[src/hw/rtl/nmdr_pkg.sv]
// Package for the MIDI note duration recorder: item and result types,
// operation and state codes, controller/datapath command and status structs.
// Depends on nothing.
package nmdr_pkg;

    localparam logic [7:0] STATUS_TYPE_MASK = 8'hF0;
    localparam logic [7:0] STATUS_NOTE_ON   = 8'h90;
    localparam logic [7:0] STATUS_NOTE_OFF  = 8'h80;
    localparam logic [7:0] STATUS_CHAN_MASK = 8'h0F;
    localparam logic       KIND_STOP        = 1'b1;

    typedef struct packed {
        logic        kind;
        logic        is_three_byte;
        logic [7:0]  status_byte;
        logic [7:0]  key_number;
        logic [7:0]  strike_level;
        logic [31:0] time_now;
    } t_in;

    typedef struct packed {
        logic [7:0]  out_key;
        logic [7:0]  out_level;
        logic [3:0]  out_channel;
        logic [31:0] held_time;
        logic [31:0] span_time;
        logic        last;
    } t_out;

    typedef enum logic [1:0] {
        OP_NONE,
        OP_ON,
        OP_OFF,
        OP_STOP
    } t_op;

    typedef enum logic [3:0] {
        S_IDLE,
        S_DECIDE,
        S_HELD_RD,
        S_HELD_USE,
        S_REL_RD,
        S_REL_USE,
        S_ON_WR,
        S_OFF_FIN,
        S_CLEAR
    } t_state;

    typedef struct packed {
        logic load;
        logic idx_clr;
        logic idx_inc;
        logic emit_held;
        logic emit_rel;
        logic off_step;
        logic off_finish;
        logic on_write;
        logic stop_clear;
    } t_cmd;

    typedef struct packed {
        t_op  op;
        logic held_zero;
        logic rel_zero;
        logic held_end;
        logic rel_end;
    } t_stat;

    function automatic t_op f_decode(input t_in item);
        t_op op;
        op = OP_NONE;
        if (item.kind == KIND_STOP) begin
            op = OP_STOP;
        end else if (item.is_three_byte) begin
            if ((item.status_byte & STATUS_TYPE_MASK) == STATUS_NOTE_ON) begin
                op = OP_ON;
            end else if ((item.status_byte & STATUS_TYPE_MASK) == STATUS_NOTE_OFF) begin
                op = OP_OFF;
            end
        end
        return op;
    endfunction

endpackage

[src/hw/rtl/nmdr_ram.sv]
// Generic single-write, single-read RAM with registered read data.
// Depends on nothing.
module nmdr_ram #(
    parameter int WIDTH = 8,
    parameter int DEPTH = 16,
    localparam int AW = (DEPTH > 1) ? $clog2(DEPTH) : 1
) (
    input  logic             i_clk,
    input  logic             i_we,
    input  logic [AW-1:0]    i_waddr,
    input  logic [WIDTH-1:0] i_wdata,
    input  logic [AW-1:0]    i_raddr,
    output logic [WIDTH-1:0] o_rdata
);

    logic [WIDTH-1:0] r_mem [DEPTH];
    logic [WIDTH-1:0] r_rdata;

    always_ff @(posedge i_clk) begin
        if (i_we) begin
            r_mem[i_waddr] <= i_wdata;
        end
        r_rdata <= r_mem[i_raddr];
    end

    assign o_rdata = r_rdata;

endmodule

[src/hw/rtl/nmdr_ctrl.sv]
// Controller for the note duration recorder: sequences table scans and emits.
// Depends on nmdr_pkg.
module nmdr_ctrl (
    input  logic           i_clk,
    input  logic           i_rst_n,
    input  logic           i_start,
    input  nmdr_pkg::t_stat i_stat,
    output nmdr_pkg::t_cmd o_cmd,
    output logic           o_busy
);

    nmdr_pkg::t_state r_state;
    nmdr_pkg::t_state n_state;

    always_ff @(posedge i_clk) begin
        if (!i_rst_n) begin
            r_state <= nmdr_pkg::S_IDLE;
        end else begin
            r_state <= n_state;
        end
    end

    always_comb begin
        n_state = r_state;
        unique case (r_state)
            nmdr_pkg::S_IDLE: begin
                if (i_start) n_state = nmdr_pkg::S_DECIDE;
            end
            nmdr_pkg::S_DECIDE: begin
                unique case (i_stat.op)
                    nmdr_pkg::OP_ON:
                        n_state = i_stat.rel_zero ? nmdr_pkg::S_ON_WR : nmdr_pkg::S_REL_RD;
                    nmdr_pkg::OP_OFF:
                        n_state = i_stat.held_zero ? nmdr_pkg::S_IDLE : nmdr_pkg::S_HELD_RD;
                    nmdr_pkg::OP_STOP: begin
                        priority if (!i_stat.held_zero) n_state = nmdr_pkg::S_HELD_RD;
                        else if (!i_stat.rel_zero) n_state = nmdr_pkg::S_REL_RD;
                        else n_state = nmdr_pkg::S_CLEAR;
                    end
                    default: n_state = nmdr_pkg::S_IDLE;
                endcase
            end
            nmdr_pkg::S_HELD_RD: n_state = nmdr_pkg::S_HELD_USE;
            nmdr_pkg::S_HELD_USE: begin
                if (!i_stat.held_end) begin
                    n_state = nmdr_pkg::S_HELD_RD;
                end else if (i_stat.op == nmdr_pkg::OP_OFF) begin
                    n_state = nmdr_pkg::S_OFF_FIN;
                end else begin
                    n_state = i_stat.rel_zero ? nmdr_pkg::S_CLEAR : nmdr_pkg::S_REL_RD;
                end
            end
            nmdr_pkg::S_REL_RD: n_state = nmdr_pkg::S_REL_USE;
            nmdr_pkg::S_REL_USE: begin
                if (!i_stat.rel_end) begin
                    n_state = nmdr_pkg::S_REL_RD;
                end else begin
                    n_state = (i_stat.op == nmdr_pkg::OP_ON) ? nmdr_pkg::S_ON_WR
                                                             : nmdr_pkg::S_CLEAR;
                end
            end
            nmdr_pkg::S_ON_WR:   n_state = nmdr_pkg::S_IDLE;
            nmdr_pkg::S_OFF_FIN: n_state = nmdr_pkg::S_IDLE;
            nmdr_pkg::S_CLEAR:   n_state = nmdr_pkg::S_IDLE;
            default:             n_state = nmdr_pkg::S_IDLE;
        endcase
    end

    always_comb begin
        o_cmd  = '0;
        o_busy = (r_state != nmdr_pkg::S_IDLE);
        unique case (r_state)
            nmdr_pkg::S_IDLE: begin
                o_cmd.load = i_start;
            end
            nmdr_pkg::S_DECIDE: begin
                o_cmd.idx_clr = 1'b1;
            end
            nmdr_pkg::S_HELD_USE: begin
                o_cmd.emit_held = (i_stat.op == nmdr_pkg::OP_STOP);
                o_cmd.off_step  = (i_stat.op == nmdr_pkg::OP_OFF);
                o_cmd.idx_inc   = !i_stat.held_end;
                o_cmd.idx_clr   = i_stat.held_end && (i_stat.op == nmdr_pkg::OP_STOP);
            end
            nmdr_pkg::S_REL_USE: begin
                o_cmd.emit_rel = 1'b1;
                o_cmd.idx_inc  = !i_stat.rel_end;
            end
            nmdr_pkg::S_ON_WR:   o_cmd.on_write   = 1'b1;
            nmdr_pkg::S_OFF_FIN: o_cmd.off_finish = 1'b1;
            nmdr_pkg::S_CLEAR:   o_cmd.stop_clear = 1'b1;
            default: begin
            end
        endcase
    end

endmodule

[src/hw/rtl/nmdr_dpath.sv]
// Datapath for the note duration recorder: held and released tables, counts,
// scan index, duration arithmetic and the result register.
// Depends on nmdr_pkg and nmdr_ram.
module nmdr_dpath #(
    parameter int NOTE_SLOTS = 16,
    parameter int TIME_BITS  = 32
) (
    input  logic            i_clk,
    input  logic            i_rst_n,
    input  nmdr_pkg::t_in   i_item,
    input  nmdr_pkg::t_cmd  i_cmd,
    output nmdr_pkg::t_stat o_stat,
    output logic            o_valid,
    output nmdr_pkg::t_out  o_result
);

    localparam int IW   = (NOTE_SLOTS > 1) ? $clog2(NOTE_SLOTS) : 1;
    localparam int CNTW = $clog2(NOTE_SLOTS + 1);
    localparam int EW   = 20 + TIME_BITS;
    localparam int RW   = EW + TIME_BITS;
    localparam logic [CNTW-1:0] SLOTS = CNTW'(NOTE_SLOTS);

    nmdr_pkg::t_op         r_op, n_op;
    logic [7:0]            r_key, n_key;
    logic [7:0]            r_level, n_level;
    logic [3:0]            r_chan, n_chan;
    logic [TIME_BITS-1:0]  r_now, n_now;
    logic [IW-1:0]         r_idx, n_idx;
    logic [CNTW-1:0]       r_keep, n_keep;
    logic                  r_found, n_found;
    logic [EW-1:0]         r_first, n_first;
    logic [CNTW-1:0]       r_held_cnt, n_held_cnt;
    logic [CNTW-1:0]       r_rel_cnt, n_rel_cnt;
    logic                  r_valid, n_valid;
    nmdr_pkg::t_out        r_out, n_out;

    logic                  held_we;
    logic [IW-1:0]         held_waddr;
    logic [EW-1:0]         held_wdata;
    logic [EW-1:0]         held_rdata;
    logic                  rel_we;
    logic [RW-1:0]         rel_wdata;
    logic [RW-1:0]         rel_rdata;
    logic [7:0]            h_key;
    logic [TIME_BITS-1:0]  h_press;
    logic [EW-1:0]         rel_entry;
    logic [TIME_BITS-1:0]  rel_press;
    logic [TIME_BITS-1:0]  rel_hold;
    logic [TIME_BITS-1:0]  held_span;
    logic [TIME_BITS-1:0]  rel_span;
    logic                  held_room;
    logic                  key_hit;

    nmdr_ram #(.WIDTH(EW), .DEPTH(NOTE_SLOTS)) u_held_ram (
        .i_clk  (i_clk),
        .i_we   (held_we),
        .i_waddr(held_waddr),
        .i_wdata(held_wdata),
        .i_raddr(r_idx),
        .o_rdata(held_rdata)
    );

    nmdr_ram #(.WIDTH(RW), .DEPTH(NOTE_SLOTS)) u_rel_ram (
        .i_clk  (i_clk),
        .i_we   (rel_we),
        .i_waddr(IW'(r_rel_cnt)),
        .i_wdata(rel_wdata),
        .i_raddr(r_idx),
        .o_rdata(rel_rdata)
    );

    always_comb begin
        h_key     = held_rdata[EW-1 -: 8];
        h_press   = held_rdata[TIME_BITS-1:0];
        rel_entry = rel_rdata[RW-1 -: EW];
        rel_press = rel_entry[TIME_BITS-1:0];
        rel_hold  = rel_rdata[TIME_BITS-1:0];
        held_span = r_now - h_press;
        rel_span  = r_now - rel_press;
        held_room = (r_held_cnt < SLOTS);
        key_hit   = (h_key == r_key);

        held_we    = (i_cmd.on_write && held_room) || (i_cmd.off_step && !key_hit);
        held_waddr = i_cmd.on_write ? IW'(r_held_cnt) : IW'(r_keep);
        held_wdata = i_cmd.on_write ? {r_key, r_level, r_chan, r_now} : held_rdata;

        rel_we    = i_cmd.off_finish && r_found && (r_rel_cnt < SLOTS);
        rel_wdata = {r_first, r_now - r_first[TIME_BITS-1:0]};

        o_stat.op        = r_op;
        o_stat.held_zero = (r_held_cnt == '0);
        o_stat.rel_zero  = (r_rel_cnt == '0);
        o_stat.held_end  = ((CNTW'(r_idx) + CNTW'(1)) == r_held_cnt);
        o_stat.rel_end   = ((CNTW'(r_idx) + CNTW'(1)) == r_rel_cnt);
    end

    always_comb begin
        n_op       = r_op;
        n_key      = r_key;
        n_level    = r_level;
        n_chan     = r_chan;
        n_now      = r_now;
        n_idx      = r_idx;
        n_keep     = r_keep;
        n_found    = r_found;
        n_first    = r_first;
        n_held_cnt = r_held_cnt;
        n_rel_cnt  = r_rel_cnt;
        n_valid    = 1'b0;
        n_out      = r_out;

        if (i_cmd.load) begin
            n_op    = nmdr_pkg::f_decode(i_item);
            n_key   = i_item.key_number;
            n_level = i_item.strike_level;
            n_chan  = 4'(i_item.status_byte & nmdr_pkg::STATUS_CHAN_MASK);
            n_now   = TIME_BITS'(i_item.time_now);
        end

        if (i_cmd.idx_clr) begin
            n_idx   = '0;
            n_keep  = '0;
            n_found = 1'b0;
        end else if (i_cmd.idx_inc) begin
            n_idx = r_idx + IW'(1);
        end

        if (i_cmd.off_step) begin
            if (key_hit) begin
                if (!r_found) begin
                    n_first = held_rdata;
                    n_found = 1'b1;
                end
            end else begin
                n_keep = r_keep + CNTW'(1);
            end
        end

        if (i_cmd.off_finish) begin
            n_held_cnt = r_keep;
            if (rel_we) n_rel_cnt = r_rel_cnt + CNTW'(1);
        end

        if (i_cmd.on_write) begin
            n_rel_cnt = '0;
            if (held_room) n_held_cnt = r_held_cnt + CNTW'(1);
        end

        if (i_cmd.stop_clear) begin
            n_held_cnt = '0;
            n_rel_cnt  = '0;
        end

        if (i_cmd.emit_held) begin
            n_valid           = 1'b1;
            n_out.out_key     = h_key;
            n_out.out_level   = held_rdata[EW-9 -: 8];
            n_out.out_channel = held_rdata[TIME_BITS+3:TIME_BITS];
            n_out.held_time   = '0;
            n_out.span_time   = 32'(held_span);
            n_out.last        = o_stat.held_end && o_stat.rel_zero;
        end else if (i_cmd.emit_rel) begin
            n_valid           = 1'b1;
            n_out.out_key     = rel_entry[EW-1 -: 8];
            n_out.out_level   = rel_entry[EW-9 -: 8];
            n_out.out_channel = rel_entry[TIME_BITS+3:TIME_BITS];
            n_out.held_time   = 32'(rel_hold);
            n_out.span_time   = 32'(rel_span);
            n_out.last        = o_stat.rel_end;
        end
    end

    always_ff @(posedge i_clk) begin
        if (!i_rst_n) begin
            r_op       <= nmdr_pkg::OP_NONE;
            r_idx      <= '0;
            r_keep     <= '0;
            r_found    <= 1'b0;
            r_held_cnt <= '0;
            r_rel_cnt  <= '0;
            r_valid    <= 1'b0;
        end else begin
            r_op       <= n_op;
            r_idx      <= n_idx;
            r_keep     <= n_keep;
            r_found    <= n_found;
            r_held_cnt <= n_held_cnt;
            r_rel_cnt  <= n_rel_cnt;
            r_valid    <= n_valid;
        end
    end

    always_ff @(posedge i_clk) begin
        r_key   <= n_key;
        r_level <= n_level;
        r_chan  <= n_chan;
        r_now   <= n_now;
        r_first <= n_first;
        r_out   <= n_out;
    end

    assign o_valid  = r_valid;
    assign o_result = r_out;

endmodule

[src/hw/rtl/midi_note_duration_recorder.sv]
// MIDI note duration recorder top level: controller, datapath and table RAMs.
// Steps: an ignored item or a note-off on an empty table returns to idle from the decision;
// note-on scans each released note, note-off each held note, and stop every note.
// Each result needs a read state and a use state, as the table RAMs read registered.
// Reset (synchronous, active low) empties both tables; the receiver cannot stall.
module midi_note_duration_recorder #(
    parameter int NOTE_SLOTS = 16,
    parameter int TIME_BITS  = 32
) (
    input  logic           i_clk,
    input  logic           i_rst_n,
    input  logic           start,
    output logic           busy,
    input  nmdr_pkg::t_in  i_item,
    output logic           o_valid,
    output nmdr_pkg::t_out o_result
);

    nmdr_pkg::t_cmd  cmd;
    nmdr_pkg::t_stat stat;

    nmdr_ctrl u_ctrl (
        .i_clk  (i_clk),
        .i_rst_n(i_rst_n),
        .i_start(start),
        .i_stat (stat),
        .o_cmd  (cmd),
        .o_busy (busy)
    );

    nmdr_dpath #(
        .NOTE_SLOTS(NOTE_SLOTS),
        .TIME_BITS (TIME_BITS)
    ) u_dpath (
        .i_clk   (i_clk),
        .i_rst_n (i_rst_n),
        .i_item  (i_item),
        .i_cmd   (cmd),
        .o_stat  (stat),
        .o_valid (o_valid),
        .o_result(o_result)
    );

endmodule

[config.mk]
export PLATFORM = sky130hd
export DESIGN_NAME = midi_note_duration_recorder
export DESIGN_NICKNAME = d
export VERILOG_FILES = /design/src/hw/rtl/nmdr_pkg.sv /design/src/hw/rtl/nmdr_ram.sv /design/src/hw/rtl/nmdr_ctrl.sv /design/src/hw/rtl/nmdr_dpath.sv /design/src/hw/rtl/midi_note_duration_recorder.sv
export SDC_FILE = /design/constraint.sdc
export NUM_CORES = 2
export LEC_CHECK = 0
export BUFFER_PORTS_ARGS = -buffer_cell sky130_fd_sc_hd__buf_4
export CAP_MARGIN = 10
export CORE_ASPECT_RATIO = 0.6
export CORE_MARGIN = 4
export CORE_UTILIZATION = 30
export CTS_CLUSTER_SIZE = 8
export DETAILED_ROUTE_END_ITERATION = 16
export PLACE_DENSITY_LB_ADDON = 0.15
export SYNTH_ARGS = -nofsm -noshare
export SYNTH_HDL_FRONTEND = slang
export SYNTH_SLANG_ARGS = --single-unit
[constraint.sdc]
create_clock -name i_clk -period 10.85 [get_ports i_clk]
set_input_delay 2.17 -clock i_clk [delete_from_list [all_inputs] [get_ports i_clk]]
set_output_delay 2.17 -clock i_clk [all_outputs]
set_load 0.02 [all_outputs]
==> results by group <==
Clocking
  • Bufs on Longest Clock Path: 4
  • Hold buffers post-CTS: 0
  • CTS tree: yes
  • Reg clk slew, reported paths: 0.06 ns
  • Clock sink count: 2528
  • Postcts setup bufs: 0
  • Clk_lat worst skew: 0.90 ns
  • CTS Buf Count: 359
  • Post-CTS sizing: 0
  • CTS root buf: clkbuf_16
  • Htree depth: 5

Pwr
  • Max IR drop VDD: 111 uV
  • Leak Pwr: 0.0360 uW
  • Switching share of power: 0.209
  • Clock share of power: 0.479
  • Pint: 17100 uW
  • Part of the power in registers: 0.496
  • Combinational power share: 0.025
  • P_sw: 4520 uW
  • Total power: 21600 uW
  • Pwr dens: 187 nW/um^2

Finish
  • Commonest non-fill, non-tap cell in the layout: edfxtp_1
  • Fill cell count: 30100
  • P&R area growth vs syn: 18.0%
  • Most frequent cells in the layout: 2333 x edfxtp_1, 670 x mux4_2, 362 x clkbuf_16
  • Final Util: 0.356
  • Final net count: 5229
  • Share of cells above drive strength 1: 0.275

Timing
  • Min Tclk post-route: 4.75 ns
  • Final setup fails: 0
  • Clk_skew: 0.0742 ns
  • Hold Worst Slack: 0.378 ns
  • Crit path setup slack, layout: 6.10 ns
  • Worst Max-Slew Pin Slew: 1.21 ns
  • Unrepaired setup endpoints after global routing: no
  • Fmax achieved: 211 MHz
  • Period utilization: 0.437
  • Final Hold Viols: 0
  • Worst slew margin: 0.184
  • Final setup TNS: 0 ns
  • Final slew viol count: 0

Run status
  • Status: complete, no violations

Worst setup path
  • Crit Path Class: reg2reg
  • Critical path launch point type: flip-flop
  • Crit. End Element: flip-flop
  • CP required: 11.32 ns
  • Reg-to-Reg End: u_dpath.u_rel_ram.r_mem[14][28]
  • Reg2reg start: u_dpath.r_first[0]
  • Cells on worst reg2reg path: 10
  • Crit path arrival time: 5.22 ns
  • Crit path max fanout: 17
  • Flop-to-flop setup slack: 6.10 ns

Global route
  • Initial antenna violation count: 20
  • First-pass GRT wire length: 411000 um
  • Total global-route track usage: 0.174
  • Largest net degree at the start of global routing: 103
  • Vias in the first global route: 49100
  • Gr ovfl total: 0

Place
  • Routability cong.: 0.831
  • Post-DP HPWL: 169000 um
  • Port bufs: 147
  • Pre-CTS setup slack: 5.93 ns

Synthesis
  • Syn. warnings: 0
  • FF+latch count, synth: 2528
  • Top FF cell, synth: edfxtp_1
  • Sequential share of the synthesized area: 0.756
  • Post-synth cell types: 96
  • Syn nets: 4780
  • Mapped cell area: 97800 sq um
  • Syn_area_per_cell: 21.2 sq um
  • Post-synthesis cell count: 4615
  • Post-synth EDFFs: 2333
  • Post-synth ARST share: 0

Die
  • Die height: 450 um
  • Area of the die: 336000 sq um
  • Num rows: 162
  • Die Width: 745 um
  • Core region area: 325000 sq um
  • Initial core utilization: 0.301
  • Total I/O pin count: 148

Drt
  • Vias/cell: 5.03
  • Drt pass-1 iters: 5
  • Final WL: 295000 um
  • DRC: 0
  • Antenna-violating nets left: 0
  • Routed length per instance: 30.5 um
  • Total number of vias: 48700
  • Starting DRT DRC Count: 4982

Worst hold path
  • Min-Delay Endpoint: u_dpath.o_result[33]
  • Hold Crit Depth: 2
  • Min-Delay Startpoint: u_dpath.u_rel_ram.o_rdata[0]
  • Hold Path Class: reg2reg

Job
  • Max cap viols: 0
[worst max-delay path by stage]
stage | startpoint | endpoint | slack (ns)
2_1_floorplan | u_ctrl.r_state[2] | u_dpath.u_rel_ram.r_mem[3][0] | 3.07
3_3_place_gp | u_ctrl.r_state[0] | u_dpath.u_rel_ram.r_mem[7][55] | 6.02
3_5_place_dp | u_ctrl.r_state[0] | u_dpath.u_rel_ram.r_mem[7][55] | 5.93
4_1_cts | u_ctrl.r_state[0] | u_dpath.u_rel_ram.r_mem[7][26] | 5.93
5_1_grt | u_dpath.r_first[0] | u_dpath.u_rel_ram.r_mem[0][30] | 5.91
6_report | u_dpath.r_first[0] | u_dpath.u_rel_ram.r_mem[14][28] | 6.10
[power groups by stage]
| stage | clock network [uW] | registers (uW) | logic, uW |
|---|---|---|---|
| after floorplan | 0 | 10900 | 286 |
| after global placement | 0 | 10900 | 533 |
| after detailed placement | 0 | 10900 | 537 |
| after CTS | 10600 | 10700 | 540 |
| after global routing | 11100 | 10700 | 587 |
| final | 10300 | 10700 | 543 |
[critical path, cell delays in order, from the launching register on]
cell and delay, ns:
edfxtp_1 0.69, ha_1 0.27, inv_1 0.06, fa_1 0.45
a211oi_2 0.30, nor2_1 0.13, o311ai_2 0.53, o221ai_2 0.27
a32oi_2 0.50, a31oi_1 0.22, xor2_1 0.91
[through the flow]
stage	cell area [sq um]	std cells
2_1_floorplan	97800	4615
3_5_place_dp	105000	9045
3_3_place_gp	105000	9045
6_report	115000	9686
5_1_grt	115000	9678
4_1_cts	115000	9672
[layout make-up]
class                           count  area, sq um  area share
Antenna cell                       10         25.0    0.000217
Clock buffer                      611        10000      0.0867
Clock inverter                     16          213     0.00184
Inverter                          125          469     0.00406
Multi-Input combinational cell   1753        22900       0.199
Sequential cell                  2528        74000       0.641
Tap cell                         4346         5440      0.0471
Timing Repair Buffer              297         2380      0.0206
[routing by layer]
layer / track usage / vias to the layer above / share of wire
met3: 0.0345 / 346 / 0.062
met4: 0.0314 / 0 / 0.016
met5: 0 / - / 0
li1: - / 20100 / -
met2: 0.242 / 1553 / 0.42
met1: 0.279 / 26700 / 0.50
[state kept, by name, indices dropped and copies added (netlist names), 5 cells and up]
register                    flops
u_dpath.r_rel_cnt               5
u_dpath.r_level                 8
u_dpath.u_rel_ram.o_rdata      84
u_dpath.r_held_cnt              5
u_dpath.o_result               85
u_dpath.r_keep                  5
u_dpath.r_first                52
u_dpath.r_key                   8
u_dpath.r_now                  32
u_dpath.u_rel_ram.r_mem      1344
u_dpath.u_held_ram.r_mem      832
u_dpath.u_held_ram.o_rdata     52
[logic make-up after synthesis]
logic type                 count (synthesis)  synth area share
buffers and inverters                    334            0.0135
DFF                                     2528             0.756
muxes                                    709             0.159
xor gates and xnor gates                 103           0.00922
AOI/OAI and AO/OA                        429            0.0293
adders and majority gates                104            0.0135
and+or+nand+nor                          408            0.0197
[Yosys cell counts (21+ instances only)]
master | count | share of area
edfxtp_1 | 2333 | 0.72
mux4_2 | 670 | 0.15
dfxtp_1 | 195 | 0.040
nand2_1 | 159 | 0.0061
inv_1 | 124 | 0.0048
clkbuf_1 | 113 | 0.0043
o21ai_0 | 111 | 0.0057
nor2_1 | 102 | 0.0039
ha_1 | 101 | 0.013
a21oi_1 | 93 | 0.0048
buf_1 | 54 | 0.0021
xor2_1 | 54 | 0.0048
xnor2_1 | 49 | 0.0044
buf_2 | 39 | 0.0020
a21o_1 | 33 | 0.0025
o22ai_1 | 26 | 0.0017
nand2b_1 | 23 | 0.0015
mux2_2 | 22 | 0.0025
a211oi_1 | 21 | 0.0016
Note: power is estimated with default switching activity, not from simulation.
